[src/hw/rtl/ihpc_pkg.sv]
// shared types, status codes and checksum fold for the ipv4 header parser
`default_nettype none

package ihpc_pkg;

  // result status codes
  typedef enum logic [1:0] {
    STAT_OK          = 2'd0,
    STAT_BAD_VERSION = 2'd1,
    STAT_CSUM_ERR    = 2'd2,
    STAT_SHORT_IHL   = 2'd3
  } status_t;

  localparam logic [3:0] VERSION_FOUR = 4'd4;
  localparam logic [3:0] MIN_IHL      = 4'd5;
  localparam int unsigned TDATA_IN_W  = 24;
  localparam int unsigned TDATA_OUT_W = 160;

  // one accepted input byte
  typedef struct packed {
    logic        sop;
    logic [15:0] len;
    logic [7:0]  data;
  } in_item_t;

  // one parse result
  typedef struct packed {
    status_t     status;
    logic [3:0]  header_words;
    logic [7:0]  service_type;
    logic [15:0] total_length;
    logic [15:0] ident;
    logic [2:0]  frag_flags;
    logic [12:0] frag_offset;
    logic [7:0]  time_to_live;
    logic [7:0]  protocol;
    logic [31:0] src_addr;
    logic [31:0] dst_addr;
    logic [15:0] payload_len;
  } result_t;

  // fold a 21-bit ones'-complement sum twice and complement it
  function automatic logic [15:0] csum_fold(input logic [20:0] sum);
    logic [16:0] f1;
    logic [16:0] f2;
    f1 = {1'b0, sum[15:0]} + {12'b0, sum[20:16]};
    f2 = {1'b0, f1[15:0]} + {16'b0, f1[16]};
    return ~f2[15:0];
  endfunction

endpackage

`default_nettype wire

[src/hw/rtl/ihpc_in_reg.sv]
// input register stage for the ipv4 header parser
`default_nettype none

module ihpc_in_reg
  import ihpc_pkg::*;
(
  input  wire logic     clk,
  input  wire logic     rst,
  input  wire logic     s_valid,
  output logic          s_ready,
  input  wire in_item_t s_item,
  output logic          item_valid,
  output in_item_t      item,
  input  wire logic     take
);

  // free when empty or when the held byte moves on this cycle
  assign s_ready = !item_valid || take;

  // valid flag
  always_ff @(posedge clk) begin
    if (rst) begin
      item_valid <= 1'b0;
    end else if (s_ready) begin
      item_valid <= s_valid;
    end
  end

  // payload
  always_ff @(posedge clk) begin
    if (s_ready && s_valid) begin
      item <= s_item;
    end
  end

endmodule

`default_nettype wire

[src/hw/rtl/ihpc_core.sv]
// header field capture, checksum accumulation and result register
`default_nettype none

module ihpc_core
  import ihpc_pkg::*;
(
  input  wire logic     clk,
  input  wire logic     rst,
  input  wire logic     item_valid,
  input  wire in_item_t item,
  output logic          take,
  output logic          res_valid,
  output result_t       res,
  input  wire logic     res_ready
);

  // parser state
  logic        parsing, parsing_next;
  logic [5:0]  byte_index, byte_index_next;
  logic [20:0] word_sum, word_sum_next;
  logic [7:0]  high_byte, high_byte_next;
  logic [15:0] given_checksum, given_checksum_next;
  logic [15:0] saved_len, saved_len_next;
  logic [3:0]  ihl, ihl_next;
  logic [7:0]  tos, tos_next;
  logic [15:0] tot_length, tot_length_next;
  logic [15:0] ident, ident_next;
  logic [15:0] frag_word, frag_word_next;
  logic [7:0]  ttl, ttl_next;
  logic [7:0]  proto, proto_next;
  logic [31:0] src, src_next;
  logic [31:0] dst, dst_next;

  logic        fire;
  logic        active;
  logic [5:0]  idx_cur;
  logic [20:0] sum_cur;
  logic        res_load;
  result_t     res_next;

  // result register frees when empty or being taken
  assign take = !res_valid || res_ready;
  assign fire = item_valid && take;

  always_comb begin
    parsing_next        = parsing;
    byte_index_next     = byte_index;
    word_sum_next       = word_sum;
    high_byte_next      = high_byte;
    given_checksum_next = given_checksum;
    saved_len_next      = saved_len;
    ihl_next            = ihl;
    tos_next            = tos;
    tot_length_next     = tot_length;
    ident_next          = ident;
    frag_word_next      = frag_word;
    ttl_next            = ttl;
    proto_next          = proto;
    src_next            = src;
    dst_next            = dst;
    res_load            = 1'b0;
    res_next            = '0;

    // a start marker restarts the header from its first byte
    idx_cur = item.sop ? 6'd0 : byte_index;
    sum_cur = item.sop ? 21'd0 : word_sum;
    active  = item.sop || parsing;

    if (fire) begin
      if (item.sop) begin
        parsing_next    = 1'b1;
        saved_len_next  = item.len;
        byte_index_next = 6'd0;
        word_sum_next   = 21'd0;
      end
      if (active) begin
        byte_index_next = idx_cur + 6'd1;

        // field capture by byte position
        case (idx_cur) inside
          6'd0:            ihl_next = item.data[3:0];
          6'd1:            tos_next = item.data;
          6'd2:            tot_length_next[15:8] = item.data;
          6'd3:            tot_length_next[7:0] = item.data;
          6'd4:            ident_next[15:8] = item.data;
          6'd5:            ident_next[7:0] = item.data;
          6'd6:            frag_word_next[15:8] = item.data;
          6'd7:            frag_word_next[7:0] = item.data;
          6'd8:            ttl_next = item.data;
          6'd9:            proto_next = item.data;
          [6'd10:6'd11]:   given_checksum_next = {given_checksum[7:0], item.data};
          [6'd12:6'd15]:   src_next = {src[23:0], item.data};
          [6'd16:6'd19]:   dst_next = {dst[23:0], item.data};
          default:         ;
        endcase

        // word sum, skipping the checksum word
        if (!idx_cur[0]) begin
          high_byte_next = item.data;
        end else if (idx_cur != 6'd11) begin
          word_sum_next = sum_cur + {5'b0, high_byte, item.data};
        end

        // early error on the first byte, otherwise result on the last header byte
        if (idx_cur == 6'd0 &&
            (item.data[7:4] != VERSION_FOUR || item.data[3:0] < MIN_IHL)) begin
          parsing_next          = 1'b0;
          res_load              = 1'b1;
          res_next.status       = (item.data[7:4] != VERSION_FOUR) ? STAT_BAD_VERSION
                                                                   : STAT_SHORT_IHL;
          res_next.header_words = item.data[3:0];
        end else if (idx_cur != 6'd0 && byte_index_next == {ihl, 2'b00}) begin
          parsing_next          = 1'b0;
          res_load              = 1'b1;
          res_next.status       = (csum_fold(word_sum_next) != given_checksum)
                                  ? STAT_CSUM_ERR : STAT_OK;
          res_next.header_words = ihl;
          res_next.service_type = tos;
          res_next.total_length = tot_length;
          res_next.ident        = ident;
          res_next.frag_flags   = frag_word[15:13];
          res_next.frag_offset  = frag_word[12:0];
          res_next.time_to_live = ttl;
          res_next.protocol     = proto;
          res_next.src_addr     = src;
          res_next.dst_addr     = dst_next;
          res_next.payload_len  = saved_len - {10'b0, ihl, 2'b00};
        end
      end
    end
  end

  // control state
  always_ff @(posedge clk) begin
    if (rst) begin
      parsing    <= 1'b0;
      byte_index <= 6'd0;
      word_sum   <= 21'd0;
      res_valid  <= 1'b0;
    end else begin
      parsing    <= parsing_next;
      byte_index <= byte_index_next;
      word_sum   <= word_sum_next;
      if (res_load) begin
        res_valid <= 1'b1;
      end else if (res_ready) begin
        res_valid <= 1'b0;
      end
    end
  end

  // captured fields and result payload
  always_ff @(posedge clk) begin
    high_byte      <= high_byte_next;
    given_checksum <= given_checksum_next;
    saved_len      <= saved_len_next;
    ihl            <= ihl_next;
    tos            <= tos_next;
    tot_length     <= tot_length_next;
    ident          <= ident_next;
    frag_word      <= frag_word_next;
    ttl            <= ttl_next;
    proto          <= proto_next;
    src            <= src_next;
    dst            <= dst_next;
    if (res_load) begin
      res <= res_next;
    end
  end

  // a new result only appears after a byte was consumed
  a_res_from_fire: assert property (@(posedge clk) disable iff (rst)
    $rose(res_valid) |-> $past(fire))
    else $error("result appeared without a consumed byte");

  // the header never runs past sixty bytes
  a_index_bound: assert property (@(posedge clk) disable iff (rst)
    parsing |-> byte_index < 6'd60)
    else $error("byte index beyond header length");

  // a full parse result always has a legal header length
  a_full_ihl: assert property (@(posedge clk) disable iff (rst)
    res_valid && (res.status == STAT_OK || res.status == STAT_CSUM_ERR)
      |-> res.header_words >= MIN_IHL)
    else $error("full result with short header length");

  // an early error leaves the parser idle
  a_error_stops: assert property (@(posedge clk) disable iff (rst)
    fire && res_load && (res_next.status == STAT_BAD_VERSION ||
                         res_next.status == STAT_SHORT_IHL) |=> !parsing)
    else $error("parser still active after early error");

endmodule

`default_nettype wire

[src/hw/rtl/ipv4_header_parse_check.sv]
// top level of the ipv4 header parser with header checksum check
//
//  channel  dir  tdata (low bit up)                          tuser
//  s_axis   in   data_byte[7:0] buffer_len[23:8]             start_of_packet
//  m_axis   out  header_words..payload_len, see port comment  status[1:0]
//
// one byte is taken per cycle, back to back, unless a result waits on m_axis;
// a result leaves after its last header byte passes the input, then result register
// the result register frees on the same cycle it is taken, so no bubble is
// lost under continuous output ready
// synchronous reset clears the parser to idle and empties both registers
// a stall on m_axis holds the result and backs up through the input register
`default_nettype none

module ipv4_header_parse_check
  import ihpc_pkg::*;
(
  input  wire logic                   clk,
  input  wire logic                   rst,
  input  wire logic                   s_axis_tvalid,
  output logic                        s_axis_tready,
  // data_byte[7:0], buffer_len[23:8]
  input  wire logic [TDATA_IN_W-1:0]  s_axis_tdata,
  // start_of_packet
  input  wire logic                   s_axis_tuser,
  output logic                        m_axis_tvalid,
  input  wire logic                   m_axis_tready,
  // header_words[3:0], service_type[11:4], total_length[27:12], ident[43:28],
  // frag_flags[46:44], frag_offset[59:47], time_to_live[67:60],
  // protocol[75:68], src_addr[107:76], dst_addr[139:108],
  // payload_len[155:140], zero[159:156]
  output logic [TDATA_OUT_W-1:0]      m_axis_tdata,
  // status[1:0]
  output logic [1:0]                  m_axis_tuser
);

  in_item_t s_item;
  in_item_t item;
  logic     item_valid;
  logic     take;
  result_t  res;

  // unpack the input transfer
  assign s_item.data = s_axis_tdata[7:0];
  assign s_item.len  = s_axis_tdata[23:8];
  assign s_item.sop  = s_axis_tuser;

  ihpc_in_reg u_in_reg (
    .clk        (clk),
    .rst        (rst),
    .s_valid    (s_axis_tvalid),
    .s_ready    (s_axis_tready),
    .s_item     (s_item),
    .item_valid (item_valid),
    .item       (item),
    .take       (take)
  );

  ihpc_core u_core (
    .clk        (clk),
    .rst        (rst),
    .item_valid (item_valid),
    .item       (item),
    .take       (take),
    .res_valid  (m_axis_tvalid),
    .res        (res),
    .res_ready  (m_axis_tready)
  );

  // pack the output transfer
  assign m_axis_tuser = res.status;
  assign m_axis_tdata = {4'b0, res.payload_len, res.dst_addr, res.src_addr,
                         res.protocol, res.time_to_live, res.frag_offset,
                         res.frag_flags, res.ident, res.total_length,
                         res.service_type, res.header_words};

endmodule

`default_nettype wire
[config.mk]
export PLATFORM = sky130hd
export DESIGN_NAME = ipv4_header_parse_check
export DESIGN_NICKNAME = d
export VERILOG_FILES = /design/src/hw/rtl/ihpc_pkg.sv /design/src/hw/rtl/ihpc_in_reg.sv /design/src/hw/rtl/ihpc_core.sv /design/src/hw/rtl/ipv4_header_parse_check.sv
export SDC_FILE = /design/constraint.sdc
export NUM_CORES = 1
export LEC_CHECK = 0
export BUFFER_PORTS_ARGS = -buffer_cell sky130_fd_sc_hd__buf_4
export CORE_AREA = 2 2 241 243
export CTS_BUF_LIST = sky130_fd_sc_hd__clkbuf_4
export DETAILED_ROUTE_END_ITERATION = 10
export DIE_AREA = 0 0 243 245
export PLACE_DENSITY = 0.51
export SLEW_MARGIN = 20
export SYNTH_ARGS = -nofsm -noshare
export SYNTH_HDL_FRONTEND = slang
export SYNTH_SLANG_ARGS = --single-unit
export TNS_END_PERCENT = 5
[constraint.sdc]
create_clock -name clk -period 20.4 [get_ports clk]
set_input_delay 4.08 -clock clk [delete_from_list [all_inputs] [get_ports clk]]
set_output_delay 4.08 -clock clk [all_outputs]
set_load 0.03 [all_outputs]
==> impl_metrics.env <==
export IMPL_synth_avg_cell_area_um2=13.8
export IMPL_p_sw_share_pct=23.5
export IMPL_peakVddDrop_v=0.0000407
export IMPL_ys_flop_type="edfxtp_1"
export IMPL_period_needed_ns=8.92
export IMPL_nNetsFinal=1541
export IMPL_cts_root_buf="clkbuf_4"
export IMPL_drt_iter0_markers=619
export IMPL_max_cap_viol_count=0
export IMPL_cpPeakStageDelay_ns=0.63
export IMPL_die_h_um=245
export IMPL_cp_arrival_ns=9.47
export IMPL_rows=88
export IMPL_via_per_inst=4.56
export IMPL_ys_seq_area_share_pct=67.8
export IMPL_p_comb_share_pct=5.1
export IMPL_cp_max_fo=58
export IMPL_area_growth_syn_to_layout_pct=21.7
export IMPL_crit_top_cell="ha_1"
export IMPL_fin_total_pwr_w=0.00168
export IMPL_yosys_area_share_xor_xnor_pct=4.28
export IMPL_core_area_um2=57000
export IMPL_powerDensity_nw_per_um2=81.3
export IMPL_status="finished, final reports clean"
export IMPL_regArea_um2=11500
export IMPL_numPortBuffers=188
export IMPL_synth_simple_area_share_pct=14.5
export IMPL_chipWidth_um=243
export IMPL_ys_warnings_count=0
export IMPL_min_path_type="flop to flop"
export IMPL_slew_viol_final=0
export IMPL_hold_viol_final=0
export IMPL_synth_compound_area_share_pct=6.75
export IMPL_antenna_found_initial=2
export IMPL_grt_max_degree=109
export IMPL_synth_seq_cells=393
export IMPL_dieArea_um2=59500
export IMPL_start_util_pct=29.7
export IMPL_gp_congestion=0.836
export IMPL_finalSetupViolations=0
export IMPL_cts_buffers=105
export IMPL_routedWlPerCell_um=17.5
export IMPL_seqPwrFrac_pct=53.5
export IMPL_grt_first_pass_wirelength_mm=61.6
export IMPL_grt_pass1_vias=10800
export IMPL_syn_cell_area_um2=17000
export IMPL_start_kind="flop"
export IMPL_ctsHoldBuffers=0
export IMPL_synth_area_leaders="edfxtp_1 64%, and2_1 4.2%, dfxtp_1 3.5%"
export IMPL_p_leak_nw=7.50
export IMPL_overflow=0
export IMPL_pwr_share_clk_pct=41.5
export IMPL_fin_crit_sh_pct=43.7
export IMPL_end_kind="flop"
export IMPL_critPathKind="flop to flop"
export IMPL_clock_sinks=393
export IMPL_p_int_w=0.00128
export IMPL_synthAdderAreaFrac_pct=2.18
export IMPL_synth_mux_area_share_pct=2.18
export IMPL_synthArstFlopShare_pct=0
export IMPL_synthDistinctLibCells=84
export IMPL_wirelength_mm=40.8
export IMPL_relSlewSlack_pct=32.8
export IMPL_multiInputGateArea_um2=5130
export IMPL_cts_tree="yes"
export IMPL_tns_ns=0
export IMPL_rsz0062_at_grt="no"
export IMPL_synth_top_family_by_area="simple AND/OR/NAND/NOR gates"
export IMPL_cts_htree_levels=3
export IMPL_io_pins=193
export IMPL_worst_path_max_delay_cell="a222oi_1"
export IMPL_fmax_ghz=0.112
export IMPL_cts_resized_gates=0
export IMPL_drcViolationCount=0
export IMPL_syn_instance_count=1232
export IMPL_nFillCells=5605
export IMPL_cts_path_max_buffers=3
export IMPL_track_usage_pct=13.6
export IMPL_synth_edf_count=363
export IMPL_p_sw_w=0.000394
export IMPL_drive_gt1_share_pct=28.0
export IMPL_dr_pass1_iters=5
export IMPL_cts_clk_slew_worst_paths_ns=0.07
export IMPL_routed_via_count=10700
export IMPL_dp_hpwl_mm=26.5
export IMPL_finClkSkew_ns=0.0989
export IMPL_post_cts_repair_setup_buffers=0
export IMPL_ant_nets=0
export IMPL_required_ns=20.94
export IMPL_insertion_delay_ns=0.86
export IMPL_worstMarginPinSlew_ns=1.01
export IMPL_synth_top_area_cell="edfxtp_1"
export IMPL_yosys_area_top_type_share_pct=64.2
[logic make-up after synthesis]
kind of cell / after synthesis
compound gates: 151
mux: 33
simple gates: 452
fa+ha+maj: 29
other cells: 1
flops: 393
buf+inv: 95
xor+xnor: 78
[cells in the final DEF, fill, tap and decap left out, types with 32 or more instances in the layout]
master | synthesis | layout
and2_1 | 114 | 114
buf_4 | 5 | 210
clkbuf_4 | 0 | 159
edfxtp_1 | 363 | 363
mux2_2 | 32 | 32
nand2_1 | 60 | 60
nor2_1 | 98 | 97
nor2b_1 | 51 | 51
nor3_1 | 35 | 34
xnor2_1 | 46 | 46
[state kept, by name (all words and copies together) (netlist names), 6 cells and up]
name,cells
u_core.saved_len,16
u_core.src,32
u_core.ident,16
u_in_reg.item,25
u_core.res,158
u_core.ttl,8
u_core.given_checksum,16
u_core.word_sum,21
u_core.byte_index,6
u_core.high_byte,8
u_core.proto,8
u_core.dst,32
u_core.tos,8
u_core.tot_length,16
u_core.frag_word,16
[through the flow]
step	hold slack, ns	setup slack, ns	std cells	util [%]	area (um^2)
CTS	0.403	11.45	2335	36.2	20600
global placement	0.401	11.77	2145	33.8	19300
detailed placement	0.405	11.56	2145	33.8	19300
global route	0.416	10.74	2337	36.2	20700
floorplan	0.400	11.68	1235	-	17000
finish	0.406	11.48	2337	36.2	20700
[critical path, delay by kind of cell (launching register included)]
kind / cells / cell delay (ns)
AO/OA/AOI/OAI: 15 / 3.43
AND/OR/NAND/NOR: 10 / 2.10
adder cells (fa/ha/maj): 5 / 1.24
buffers and inverters: 4 / 0.98
XOR/XNOR: 3 / 0.53
flip-flops: 1 / 0.32
[synth_stat cells (9+ instances only)]
cell,number
nor2b_1,51
and2_1,114
xnor2_1,46
nand3_1,21
edfxtp_1,363
nand2b_1,14
ha_1,23
nand2_1,60
nor4_1,9
nor3_1,35
clkbuf_1,37
o21ai_0,21
dfxtp_1,30
nor2_1,98
o211ai_1,9
inv_1,29
a21oi_1,22
mux2_2,32
a21o_1,9
xor2_1,29
buf_2,18
a211oi_1,11
[path summary, 6_finish.rpt]
| check | start | to | slack (ns) | cells after the start |
|---|---|---|---|---|
| hold reg to reg | u_in_reg.item[16] | u_core.saved_len[8] | 0.41 | 0 |
| setup / recovery | u_in_reg.item[24] | u_core.res[157] | 11.48 | 37 |
| setup reg to reg | u_in_reg.item[24] | u_core.res[157] | 11.48 | 37 |
| hold / removal | u_in_reg.item[16] | u_core.saved_len[8] | 0.41 | 0 |
[power by group through the flow]
stage	clock network [W]	logic, W	registers, W
5_1_grt	0.000768	0.0000923	0.000899
2_1_floorplan	0	0.0000462	0.000922
3_5_place_dp	0	0.0000855	0.000915
4_1_cts	0.000726	0.0000858	0.000898
3_3_place_gp	0	0.0000846	0.000915
6_report	0.000697	0.0000849	0.000898
[layout make-up]
| class | count | share of cell area [%] |
|---|---|---|
| timing repair buffer | 210 | 7.63 |
| inverter | 30 | 0.569 |
| sequential | 393 | 55.7 |
| clock inverter | 31 | 0.848 |
| multi-input combinational | 747 | 24.8 |
| clock buffer | 159 | 5.78 |
| tap | 765 | 4.63 |
| antenna | 2 | 0.0242 |
[metal layers]
layer	global-route usage (%)	up-vias	share of wire, %
li1	-	5104	-
met1	16.7	5148	43
met2	22.0	341	48
met3	3.78	73	6.6
met4	6.41	0	2.8
met5	0	-	0
Power figures use the tool's default switching activity.
